==> src/rtl/tach_pkg.sv <==
// Package for the pulse tachometer: shared widths, constants, codes and types.
// Used by every module in rtl/.
package tach_pkg;

    localparam int TIME_BITS_DEF   = 32;
    localparam int REJECT_BITS_DEF = 16;

    localparam int PERIOD_W = 32;
    localparam int SPEED_W  = 30;
    localparam int REJ_W    = 16;
    localparam int PPR_W    = 16;
    localparam int DEB_W    = 16;
    localparam int STALL_W  = 32;
    localparam int DEN_W    = SPEED_W + PPR_W;
    localparam int CFG_W    = 32;
    localparam int CFG_IDX_W = 2;

    localparam logic [SPEED_W-1:0] SPEED_NUM = SPEED_W'(600000000);

    localparam logic [1:0]         EDGE_MODE_RST = 2'd0;
    localparam logic [PPR_W-1:0]   PPR_RST       = PPR_W'(1);
    localparam logic [DEB_W-1:0]   DEBOUNCE_RST  = DEB_W'(75);
    localparam logic [STALL_W-1:0] STALL_RST     = STALL_W'(500000);

    localparam int QDEPTH  = 2;
    localparam int QPTR_W  = (QDEPTH > 1) ? $clog2(QDEPTH) : 1;
    localparam int QCNT_W  = $clog2(QDEPTH + 1);
    localparam int DIV_CNT_W = $clog2(SPEED_W);

    // edge_mode codes; the unused code behaves as rising
    localparam logic [1:0] EDGE_RISE = 2'd0;
    localparam logic [1:0] EDGE_FALL = 2'd1;
    localparam logic [1:0] EDGE_DUAL = 2'd2;

    // configuration register indexes
    localparam logic [CFG_IDX_W-1:0] CFG_EDGE_MODE = 2'd0;
    localparam logic [CFG_IDX_W-1:0] CFG_PPR       = 2'd1;
    localparam logic [CFG_IDX_W-1:0] CFG_DEBOUNCE  = 2'd2;
    localparam logic [CFG_IDX_W-1:0] CFG_STALL     = 2'd3;

    // snapshot of the status taken at a read request
    typedef struct packed {
        logic [PERIOD_W-1:0] period;
        logic                valid;
        logic                stalled;
        logic [REJ_W-1:0]    rejected;
        logic                zero;
        logic                big;
    } t_qent;

    typedef struct packed {
        logic empty;
        logic full;
    } t_qstat;

    typedef enum logic [1:0] {
        ST_IDLE,
        ST_MUL,
        ST_DIV,
        ST_DONE
    } t_back_state;

endpackage

==> src/rtl/tach_front.sv <==
// Front end: tick counter, edge detect, debounce, period capture and status snapshot.
// Depends on tach_pkg.
module tach_front #(
    parameter int TIME_BITS   = tach_pkg::TIME_BITS_DEF,
    parameter int REJECT_BITS = tach_pkg::REJECT_BITS_DEF
) (
    input  logic                     i_clk,
    input  logic                     i_rst_n,
    input  logic                     i_fire,
    input  logic                     i_pin_level,
    input  logic                     i_read_request,
    input  logic [1:0]               i_edge_mode,
    input  logic [tach_pkg::DEB_W-1:0]   i_debounce,
    input  logic [tach_pkg::STALL_W-1:0] i_stall,
    output logic                     o_push,
    output tach_pkg::t_qent          o_ent
);
    import tach_pkg::*;

    localparam int CW = (TIME_BITS > PERIOD_W) ? TIME_BITS : PERIOD_W;
    localparam int RW = (REJECT_BITS > REJ_W) ? REJECT_BITS : REJ_W;

    logic [TIME_BITS-1:0]   r_time, r_last, r_period;
    logic [TIME_BITS-1:0]   n_last, n_period;
    logic [REJECT_BITS-1:0] r_rej, n_rej;
    logic                   r_seen, n_seen, r_prev, r_big, n_big;

    logic [TIME_BITS-1:0] interval, since_last;
    logic [CW-1:0]        interval_x, since_x, period_x;
    logic [RW-1:0]        rej_x;
    logic                 rise, fall, is_edge, edge_ok, timeout, valid;

    always_comb begin
        rise = i_pin_level & ~r_prev;
        fall = ~i_pin_level & r_prev;
        case (i_edge_mode)
            EDGE_FALL: is_edge = fall;
            EDGE_DUAL: is_edge = rise | fall;
            default:   is_edge = rise;
        endcase

        interval   = r_time - r_last;
        interval_x = CW'(interval);
        edge_ok    = is_edge & (~r_seen | (interval >= TIME_BITS'(i_debounce)));

        n_rej = r_rej;
        if (is_edge && !edge_ok && (r_rej != {REJECT_BITS{1'b1}})) begin
            n_rej = r_rej + 1'b1;
        end
        n_seen   = r_seen | edge_ok;
        n_period = edge_ok ? interval : r_period;
        n_last   = edge_ok ? r_time : r_last;
        n_big    = edge_ok ? (interval_x > CW'(SPEED_NUM)) : r_big;

        since_last = edge_ok ? '0 : interval;
        since_x    = CW'(since_last);
        timeout    = n_seen & (since_x >= CW'(i_stall));
        valid      = n_seen & ~timeout;
        period_x   = CW'(n_period);
        rej_x      = RW'(n_rej);

        o_push         = i_fire & i_read_request;
        o_ent.period   = valid ? period_x[PERIOD_W-1:0] : '0;
        o_ent.valid    = valid;
        o_ent.stalled  = timeout;
        o_ent.rejected = rej_x[REJ_W-1:0];
        o_ent.zero     = (n_period == '0);
        o_ent.big      = n_big;
    end

    always_ff @(posedge i_clk) begin
        if (!i_rst_n) begin
            r_time   <= '0;
            r_last   <= '0;
            r_period <= '0;
            r_rej    <= '0;
            r_seen   <= 1'b0;
            r_prev   <= 1'b0;
            r_big    <= 1'b0;
        end else if (i_fire) begin
            r_time   <= r_time + 1'b1;
            r_last   <= n_last;
            r_period <= n_period;
            r_rej    <= n_rej;
            r_seen   <= n_seen;
            r_prev   <= i_pin_level;
            r_big    <= n_big;
        end
    end

endmodule

==> src/rtl/tach_queue.sv <==
// Short queue of status snapshots between the front end and the speed divider.
// Depends on tach_pkg.
module tach_queue (
    input  logic            i_clk,
    input  logic            i_rst_n,
    input  logic            i_push,
    input  tach_pkg::t_qent i_ent,
    input  logic            i_pop,
    output tach_pkg::t_qent o_ent,
    output tach_pkg::t_qstat o_stat
);
    import tach_pkg::*;

    t_qent               r_mem [QDEPTH];
    logic [QPTR_W-1:0]   r_wr, r_rd;
    logic [QCNT_W-1:0]   r_count;

    function automatic logic [QPTR_W-1:0] ptr_inc(input logic [QPTR_W-1:0] p);
        logic [QPTR_W-1:0] res;
        res = (p == QPTR_W'(QDEPTH - 1)) ? '0 : p + 1'b1;
        return res;
    endfunction

    assign o_stat.empty = (r_count == '0);
    assign o_stat.full  = (r_count == QCNT_W'(QDEPTH));
    assign o_ent        = r_mem[r_rd];

    always_ff @(posedge i_clk) begin
        if (i_push) begin
            r_mem[r_wr] <= i_ent;
        end
    end

    always_ff @(posedge i_clk) begin
        if (!i_rst_n) begin
            r_wr    <= '0;
            r_rd    <= '0;
            r_count <= '0;
        end else begin
            if (i_push) begin
                r_wr <= ptr_inc(r_wr);
            end
            if (i_pop) begin
                r_rd <= ptr_inc(r_rd);
            end
            case ({i_push, i_pop})
                2'b10:   r_count <= r_count + 1'b1;
                2'b01:   r_count <= r_count - 1'b1;
                default: r_count <= r_count;
            endcase
        end
    end

`ifndef SYNTHESIS
    a_no_overflow: assert property (@(posedge i_clk) disable iff (!i_rst_n)
        i_push |-> (!o_stat.full || i_pop))
        else $error("queue push while full");
    a_no_underflow: assert property (@(posedge i_clk) disable iff (!i_rst_n)
        i_pop |-> !o_stat.empty)
        else $error("queue pop while empty");
    a_count_bound: assert property (@(posedge i_clk) disable iff (!i_rst_n)
        r_count <= QCNT_W'(QDEPTH))
        else $error("queue count out of range");
    a_push_count: assert property (@(posedge i_clk) disable iff (!i_rst_n)
        (i_push && !i_pop) |=> (r_count == $past(r_count) + 1'b1))
        else $error("queue count did not follow push");
`endif

endmodule

==> src/rtl/tach_back.sv <==
// Back end: period times pulses per revolution, then a bit-serial restoring divider
// for speed x10, and the output register. Depends on tach_pkg.
module tach_back (
    input  logic                       i_clk,
    input  logic                       i_rst_n,
    input  tach_pkg::t_qent            i_ent,
    input  tach_pkg::t_qstat           i_qstat,
    output logic                       o_pop,
    input  logic [tach_pkg::PPR_W-1:0] i_ppr,
    output logic                       o_out_valid,
    input  logic                       i_out_ready,
    output logic [tach_pkg::PERIOD_W-1:0] o_period_time,
    output logic [tach_pkg::SPEED_W-1:0]  o_speed_x10,
    output logic                       o_speed_valid,
    output logic                       o_stalled,
    output logic [tach_pkg::REJ_W-1:0] o_rejected_total
);
    import tach_pkg::*;

    t_back_state r_state, n_state;
    t_qent       r_ent;

    logic [DEN_W-1:0]     r_den;
    logic [SPEED_W-1:0]   r_num, r_rem, r_quo;
    logic [DIV_CNT_W-1:0] r_cnt;
    logic                 r_out_valid;
    logic [PERIOD_W-1:0]  r_o_period;
    logic [SPEED_W-1:0]   r_o_speed;
    logic                 r_o_valid, r_o_stalled;
    logic [REJ_W-1:0]     r_o_rej;

    logic                 load_out, special, ge;
    logic [PPR_W-1:0]     ppr_eff;
    logic [SPEED_W:0]     trial;
    logic [SPEED_W:0]     diff;

    always_comb begin
        ppr_eff = (i_ppr == '0) ? PPR_W'(1) : i_ppr;
        special = ~r_ent.valid | r_ent.zero | r_ent.big;
        trial   = {r_rem, r_num[SPEED_W-1]};
        ge      = (DEN_W'(trial) >= r_den);
        diff    = trial - r_den[SPEED_W:0];
    end

    always_comb begin
        n_state  = r_state;
        o_pop    = 1'b0;
        load_out = 1'b0;
        case (r_state)
            ST_IDLE: begin
                if (!i_qstat.empty) begin
                    o_pop   = 1'b1;
                    n_state = ST_MUL;
                end
            end
            ST_MUL: begin
                n_state = special ? ST_DONE : ST_DIV;
            end
            ST_DIV: begin
                if (r_cnt == DIV_CNT_W'(SPEED_W - 1)) begin
                    n_state = ST_DONE;
                end
            end
            ST_DONE: begin
                if (!r_out_valid || i_out_ready) begin
                    load_out = 1'b1;
                    n_state  = ST_IDLE;
                end
            end
            default: n_state = ST_IDLE;
        endcase
    end

    always_ff @(posedge i_clk) begin
        if (!i_rst_n) begin
            r_state <= ST_IDLE;
        end else begin
            r_state <= n_state;
        end
    end

    always_ff @(posedge i_clk) begin
        if (o_pop) begin
            r_ent <= i_ent;
        end
        case (r_state)
            ST_MUL: begin
                r_den <= DEN_W'(r_ent.period[SPEED_W-1:0]) * DEN_W'(ppr_eff);
                r_num <= SPEED_NUM;
                r_rem <= '0;
                r_cnt <= '0;
                if (!r_ent.valid || r_ent.big) begin
                    r_quo <= '0;
                end else begin
                    r_quo <= SPEED_NUM;
                end
            end
            ST_DIV: begin
                r_num <= {r_num[SPEED_W-2:0], 1'b0};
                r_rem <= ge ? diff[SPEED_W-1:0] : trial[SPEED_W-1:0];
                r_quo <= {r_quo[SPEED_W-2:0], ge};
                r_cnt <= r_cnt + 1'b1;
            end
            default: ;
        endcase
        if (load_out) begin
            r_o_period  <= r_ent.period;
            r_o_speed   <= r_quo;
            r_o_valid   <= r_ent.valid;
            r_o_stalled <= r_ent.stalled;
            r_o_rej     <= r_ent.rejected;
        end
    end

    always_ff @(posedge i_clk) begin
        if (!i_rst_n) begin
            r_out_valid <= 1'b0;
        end else if (load_out) begin
            r_out_valid <= 1'b1;
        end else if (i_out_ready) begin
            r_out_valid <= 1'b0;
        end
    end

    assign o_out_valid      = r_out_valid;
    assign o_period_time    = r_o_period;
    assign o_speed_x10      = r_o_speed;
    assign o_speed_valid    = r_o_valid;
    assign o_stalled        = r_o_stalled;
    assign o_rejected_total = r_o_rej;

endmodule

==> src/rtl/pulse_tachometer.sv <==
// Pulse tachometer top level: configuration registers, front end, snapshot queue, divider.
// Depends on tach_pkg, tach_front, tach_queue, tach_back.
//
//   channel | handshake                  | payload
//   in      | i_in_valid / o_in_ready    | i_pin_level, i_read_request (one tick each)
//   out     | o_out_valid / i_out_ready  | o_period_time, o_speed_x10, o_speed_valid,
//           |                            | o_stalled, o_rejected_total
//   cfg     | i_cfg_we                   | i_cfg_idx, i_cfg_data
//
// A tick is taken whenever the two-entry snapshot queue has room. The divider serves
// one read request at a time: pop, multiply, 30 divide steps (one quotient bit a
// cycle), output load; invalid, zero-period or saturated cases skip the steps.
// Input stalls only when the queue is full; the output register holds until taken.
// Synchronous active-low reset clears control state, not data; no clearing pass is needed.
module pulse_tachometer #(
    parameter int TIME_BITS   = tach_pkg::TIME_BITS_DEF,
    parameter int REJECT_BITS = tach_pkg::REJECT_BITS_DEF
) (
    input  logic                           i_clk,
    input  logic                           i_rst_n,
    input  logic                           i_in_valid,
    output logic                           o_in_ready,
    input  logic                           i_pin_level,
    input  logic                           i_read_request,
    output logic                           o_out_valid,
    input  logic                           i_out_ready,
    output logic [tach_pkg::PERIOD_W-1:0]  o_period_time,
    output logic [tach_pkg::SPEED_W-1:0]   o_speed_x10,
    output logic                           o_speed_valid,
    output logic                           o_stalled,
    output logic [tach_pkg::REJ_W-1:0]     o_rejected_total,
    input  logic                           i_cfg_we,
    input  logic [tach_pkg::CFG_IDX_W-1:0] i_cfg_idx,
    input  logic [tach_pkg::CFG_W-1:0]     i_cfg_data
);
    import tach_pkg::*;

    logic [1:0]         r_edge_mode;
    logic [PPR_W-1:0]   r_ppr;
    logic [DEB_W-1:0]   r_debounce;
    logic [STALL_W-1:0] r_stall;

    logic   fire, push, pop;
    t_qent  front_ent, head_ent;
    t_qstat qstat;

    always_ff @(posedge i_clk) begin
        if (!i_rst_n) begin
            r_edge_mode <= EDGE_MODE_RST;
            r_ppr       <= PPR_RST;
            r_debounce  <= DEBOUNCE_RST;
            r_stall     <= STALL_RST;
        end else if (i_cfg_we) begin
            case (i_cfg_idx)
                CFG_EDGE_MODE: r_edge_mode <= i_cfg_data[1:0];
                CFG_PPR:       r_ppr       <= i_cfg_data[PPR_W-1:0];
                CFG_DEBOUNCE:  r_debounce  <= i_cfg_data[DEB_W-1:0];
                CFG_STALL:     r_stall     <= i_cfg_data[STALL_W-1:0];
                default: ;
            endcase
        end
    end

    assign o_in_ready = ~qstat.full;
    assign fire       = i_in_valid & o_in_ready;

    tach_front #(
        .TIME_BITS   (TIME_BITS),
        .REJECT_BITS (REJECT_BITS)
    ) u_front (
        .i_clk          (i_clk),
        .i_rst_n        (i_rst_n),
        .i_fire         (fire),
        .i_pin_level    (i_pin_level),
        .i_read_request (i_read_request),
        .i_edge_mode    (r_edge_mode),
        .i_debounce     (r_debounce),
        .i_stall        (r_stall),
        .o_push         (push),
        .o_ent          (front_ent)
    );

    tach_queue u_queue (
        .i_clk   (i_clk),
        .i_rst_n (i_rst_n),
        .i_push  (push),
        .i_ent   (front_ent),
        .i_pop   (pop),
        .o_ent   (head_ent),
        .o_stat  (qstat)
    );

    tach_back u_back (
        .i_clk            (i_clk),
        .i_rst_n          (i_rst_n),
        .i_ent            (head_ent),
        .i_qstat          (qstat),
        .o_pop            (pop),
        .i_ppr            (r_ppr),
        .o_out_valid      (o_out_valid),
        .i_out_ready      (i_out_ready),
        .o_period_time    (o_period_time),
        .o_speed_x10      (o_speed_x10),
        .o_speed_valid    (o_speed_valid),
        .o_stalled        (o_stalled),
        .o_rejected_total (o_rejected_total)
    );

endmodule
==> config.mk <==
export PLATFORM = sky130hd
export DESIGN_NAME = pulse_tachometer
export DESIGN_NICKNAME = d
export VERILOG_FILES = /design/src/rtl/tach_pkg.sv /design/src/rtl/tach_front.sv /design/src/rtl/tach_queue.sv /design/src/rtl/tach_back.sv /design/src/rtl/pulse_tachometer.sv
export SDC_FILE = /design/constraint.sdc
export NUM_CORES = 2
export LEC_CHECK = 0
export ABC_AREA = 1
export BUFFER_PORTS_ARGS = -buffer_cell sky130_fd_sc_hd__clkbuf_2
export CORE_ASPECT_RATIO = 1.25
export CORE_MARGIN = 1.5
export CORE_UTILIZATION = 27
export CTS_BUF_LIST = sky130_fd_sc_hd__clkbuf_8
export DETAILED_ROUTE_END_ITERATION = 10
export HOLD_SLACK_MARGIN = 0.03
export MAX_ROUTING_LAYER = met4
export SETUP_SLACK_MARGIN = 0.4
export SYNTH_ARGS = -nofsm -noshare
export SYNTH_HDL_FRONTEND = slang
export SYNTH_HIERARCHICAL = 1
export SYNTH_SLANG_ARGS = --single-unit
==> constraint.sdc <==
create_clock -name i_clk -period 5.6 [get_ports i_clk]
set_clock_uncertainty 0.1 [all_clocks]
set_input_delay 0.28 -clock i_clk [delete_from_list [all_inputs] [get_ports i_clk]]
set_output_delay 0.28 -clock i_clk [all_outputs]
set_load 0.03 [all_outputs]
==> flow_metrics.env <==
export IMPL_yosysMostFrequentCell="nand2_1"
export IMPL_power_total_mw=34.8
export IMPL_worstPathArrival_ns=6.12
export IMPL_synth_edf_count=368
export IMPL_path_common_cell="fa_1"
export IMPL_rows=166
export IMPL_synth_area_top_cells="edfxtp_1 25%, fa_1 18%, nand2_1 13%"
export IMPL_cts_sinks=557
export IMPL_holdCritStartpoint="i_cfg_data[10]"
export IMPL_io_buffers=122
export IMPL_synth_distinct_cells=53
export IMPL_clk_pin_slew_ns=0.06
export IMPL_antenna_found_initial=2
export IMPL_worstReg2RegStart="r_ppr[6]"
export IMPL_drt_initial_drc_count=2142
export IMPL_core_region_area_um2=164000
export IMPL_syn_nets=6250
export IMPL_rsz0062_at_grt="true"
export IMPL_slew_viol_final=0
export IMPL_max_stage_delay_ns=0.55
export IMPL_clk_latency_ns=0.84
export IMPL_violations="negative setup slack"
export IMPL_ir_worst_vdd_mv=0.717
export IMPL_rr_worst_depth=24
export IMPL_cp_top_family="adder cells"
export IMPL_routabilityCongestion=0.932
export IMPL_synth_cells=5575
export IMPL_numCtsBuffers=99
export IMPL_die_w_um=367
export IMPL_wire_per_inst_um=16.1
export IMPL_holdPathEnd="r_stall[10]"
export IMPL_worst_pin_slew_ns=1.18
export IMPL_fin_crit_sh=1.01
export IMPL_path_buf_inv=9
export IMPL_ant_nets=0
export IMPL_required_ns=6.09
export IMPL_fp_dieH_um=458
export IMPL_cellLeakagePower_nw=28.1
export IMPL_setup_worst_path_start_class="flop"
export IMPL_grt_pass1_vias=38900
export IMPL_vias_per_cell=4.41
export IMPL_drive_gt1_frac=0.222
export IMPL_drc=0
export IMPL_crit_type="flop to flop"
export IMPL_crit_chain="buf_12 -> buf_12 -> nand2_1 -> inv_2 -> fa_1 -> inv_1 -> fa_1 -> fa_1 -> fa_1 -> inv_1 -> fa_1 -> inv_1 -> fa_1 -> inv_2 -> ha_4 -> nand2_2 -> nor2_4 -> buf_4 -> a21oi_2 -> nor2_1 -> nor3_2 -> buf_4 -> nand3_1 -> nand2_1"
export IMPL_htree_levels=3
export IMPL_yosys_warnings=6
export IMPL_yosysSeqAreaShare=0.331
export IMPL_setup_ws_ns=-0.0287
export IMPL_fmax_ghz=0.178
export IMPL_dp_hpwl_mm=102
export IMPL_grt_overflow=0
export IMPL_io_pins=123
export IMPL_initial_core_util=0.273
export IMPL_grt_pass1_wl_mm=212
export IMPL_placedCellCount=8011
export IMPL_cts_buffer_depth=3
export IMPL_syn_mean_instance_area_um2=8.03
export IMPL_instances_no_fill=8423
export IMPL_hp_class="input port to flop"
export IMPL_setup_violations=1
export IMPL_hold_viol=0
export IMPL_synthTopCellsByCount="1,541 x nand2_1, 1,280 x inv_1, 473 x nor2_1, 392 x fa_1, 368 x edfxtp_1"
export IMPL_power_density_nw_per_um2=602
export IMPL_cts_tree="built"
export IMPL_end_kind="flop"
export IMPL_drt_wl_total_mm=136
export IMPL_yosysTopAreaCellShare=0.247
export IMPL_cp_max_fo=8
export IMPL_grt_usage=0.165
export IMPL_cpMaxStageDelayCell="fa_1"
export IMPL_yosysTopAreaCell="edfxtp_1"
export IMPL_whs_path_depth=4
export IMPL_ys_seq_elements=557
export IMPL_n_fill_cell=16800
export IMPL_fin_nets=6827
export IMPL_slew_headroom=0.211
export IMPL_drt_first_pass_iters=6
export IMPL_synthesis_area_um2=44800
export IMPL_r2r_end="u_back/r_den[40]"
export IMPL_grt_max_degree=87
export IMPL_vias=37200
export IMPL_die_area_um2=168000
export IMPL_yosys_most_used_dff="edfxtp_1"
export IMPL_status="finished, violations left"
export IMPL_cts_root_buf="clkbuf_8"
export IMPL_async_flop_share=0
export IMPL_min_period_ns=5.63
export IMPL_reg2reg_slack_ns=-0.03
export IMPL_drv_cap=0
export IMPL_syn2layout_area_growth_pct=29.0
[sequential cells by signal (all words and copies together) (netlist names), 5 cells and up, named ones only]
| signal | flops |
|---|---|
| u_queue/r_mem | 104 |
| u_back/r_rem | 30 |
| u_back/o_speed_x10 | 30 |
| u_back/r_num | 21 |
| r_debounce | 16 |
| u_back/r_cnt | 5 |
| u_front/r_period | 32 |
| r_stall | 32 |
| u_front/r_last | 32 |
| u_back/r_den | 46 |
| u_back/o_period_time | 32 |
| u_front/r_rej | 16 |
| r_ppr | 16 |
| u_back/r_quo | 30 |
| u_back/o_rejected_total | 16 |
| u_back/r_ent | 52 |
| u_front/r_time | 32 |
[metal layers]
| layer | vias up | GRT usage | part of all wire |
|---|---|---|---|
| li1 | 18100 | - | - |
| met1 | 17800 | 0.183 | 0.40 |
| met2 | 931 | 0.291 | 0.50 |
| met3 | 370 | 0.0213 | 0.041 |
| met4 | 0 | 0.0806 | 0.055 |
| met5 | - | - | 0 |
[placed cells by master, fill, tap and decap left out, drive strengths merged, types with 2 or more instances in the layout]
cell,count
a211oi,21
a21o,4
a21oi,231
a31oi,2
a41oi,2
and2,5
and3,3
buf,474
bufinv,13
clkbuf,240
clkinv,24
clkinvlp,3
dfxtp,189
diode,4
dlygate4sd3,71
edfxtp,368
fa,392
ha,242
inv,1324
mux2,52
nand2,1564
nand3,147
nand3b,5
nand4,51
nor2,492
nor3,46
nor3b,4
nor4,16
o211ai,14
o21a,9
o21ai,134
o21bai,4
or2,10
xnor2,28
xor2,47
[cell families after synthesis]
| group | share of synthesized area |
|---|---|
| compound gates | 0.0516 |
| simple gates | 0.212 |
| flops | 0.331 |
| fa+ha+maj | 0.243 |
| mux | 0.0173 |
| buf+inv | 0.130 |
| xor+xnor | 0.0147 |
[power breakdown]
group          internal, mW  switching, mW  total [mW]  leakage, nW
logic                  10.2           13.8        23.9         21.8
registers              5.96          0.482        6.44         5.02
clock network          2.49           1.92        4.41         1.24
[how the worst max path moves through the flow]
stage / depth (start not counted) / slack, ns / to / startpoint
final: 24 / -0.03 / u_back/r_den[40] / r_ppr[6]
after global routing: 23 / -0.21 / u_back/r_den[31] / u_back/r_ent[36]
after CTS: 23 / -0.008 / u_back/r_den[32] / u_back/r_ent[31]
after floorplan: 23 / 0.34 / u_back/r_den[41] / u_back/r_ent[42]
after detailed placement: 40 / -0.67 / u_queue/r_mem[1][22] / u_front/r_last[4]
after global placement: 40 / -0.56 / u_queue/r_mem[0][26] / u_front/r_last[4]
[final cells by class]
cell class	instances	area (µm²)	area share
Timing Repair inverter	1	8.76	0.000152
Inverter	1294	4880	0.0845
Clock inverter	69	677	0.0117
Timing Repair Buffer	671	5980	0.104
Tap cell	2184	2730	0.0473
Antenna cell	4	10.0	0.000173
Sequential cell	557	14900	0.258
Clock buffer	115	1580	0.0274
Multi-Input combinational cell	3528	27000	0.467
[metrics by stage]
step | setup TNS, ns | area, µm² | setup slack (ns) | hold WS [ns] | utilization
2_1_floorplan | 0 | 46000 | 0.340 | 0.293 | -
3_3_place_gp | -29.78 | 50800 | -0.565 | 0.303 | 0.309
3_5_place_dp | -36.88 | 50800 | -0.671 | 0.305 | 0.309
4_1_cts | -0.00826 | 56300 | -0.00826 | 0.134 | 0.343
5_1_grt | -11.20 | 57700 | -0.215 | 0.209 | 0.352
6_report | -0.0287 | 57800 | -0.0287 | 0.226 | 0.352
[tightest hold or removal path: cells and delay by family]
family	cells	cell delay, ns
buffers and inverters	2	0.68
AND/OR/NAND/NOR	2	0.14
[what timing repair did]
item / in CTS / in global routing
pin swaps: 157 / 202
endpoints found under the setup margin: 104 / 108
gates cloned: 11 / 4
setup buffers: 82 / 56
hold buffers: 71 / 0
resized for setup: 385 / 241
hold endpoints to repair: 142 / 0
Note: power is estimated with default switching activity, not from simulation.
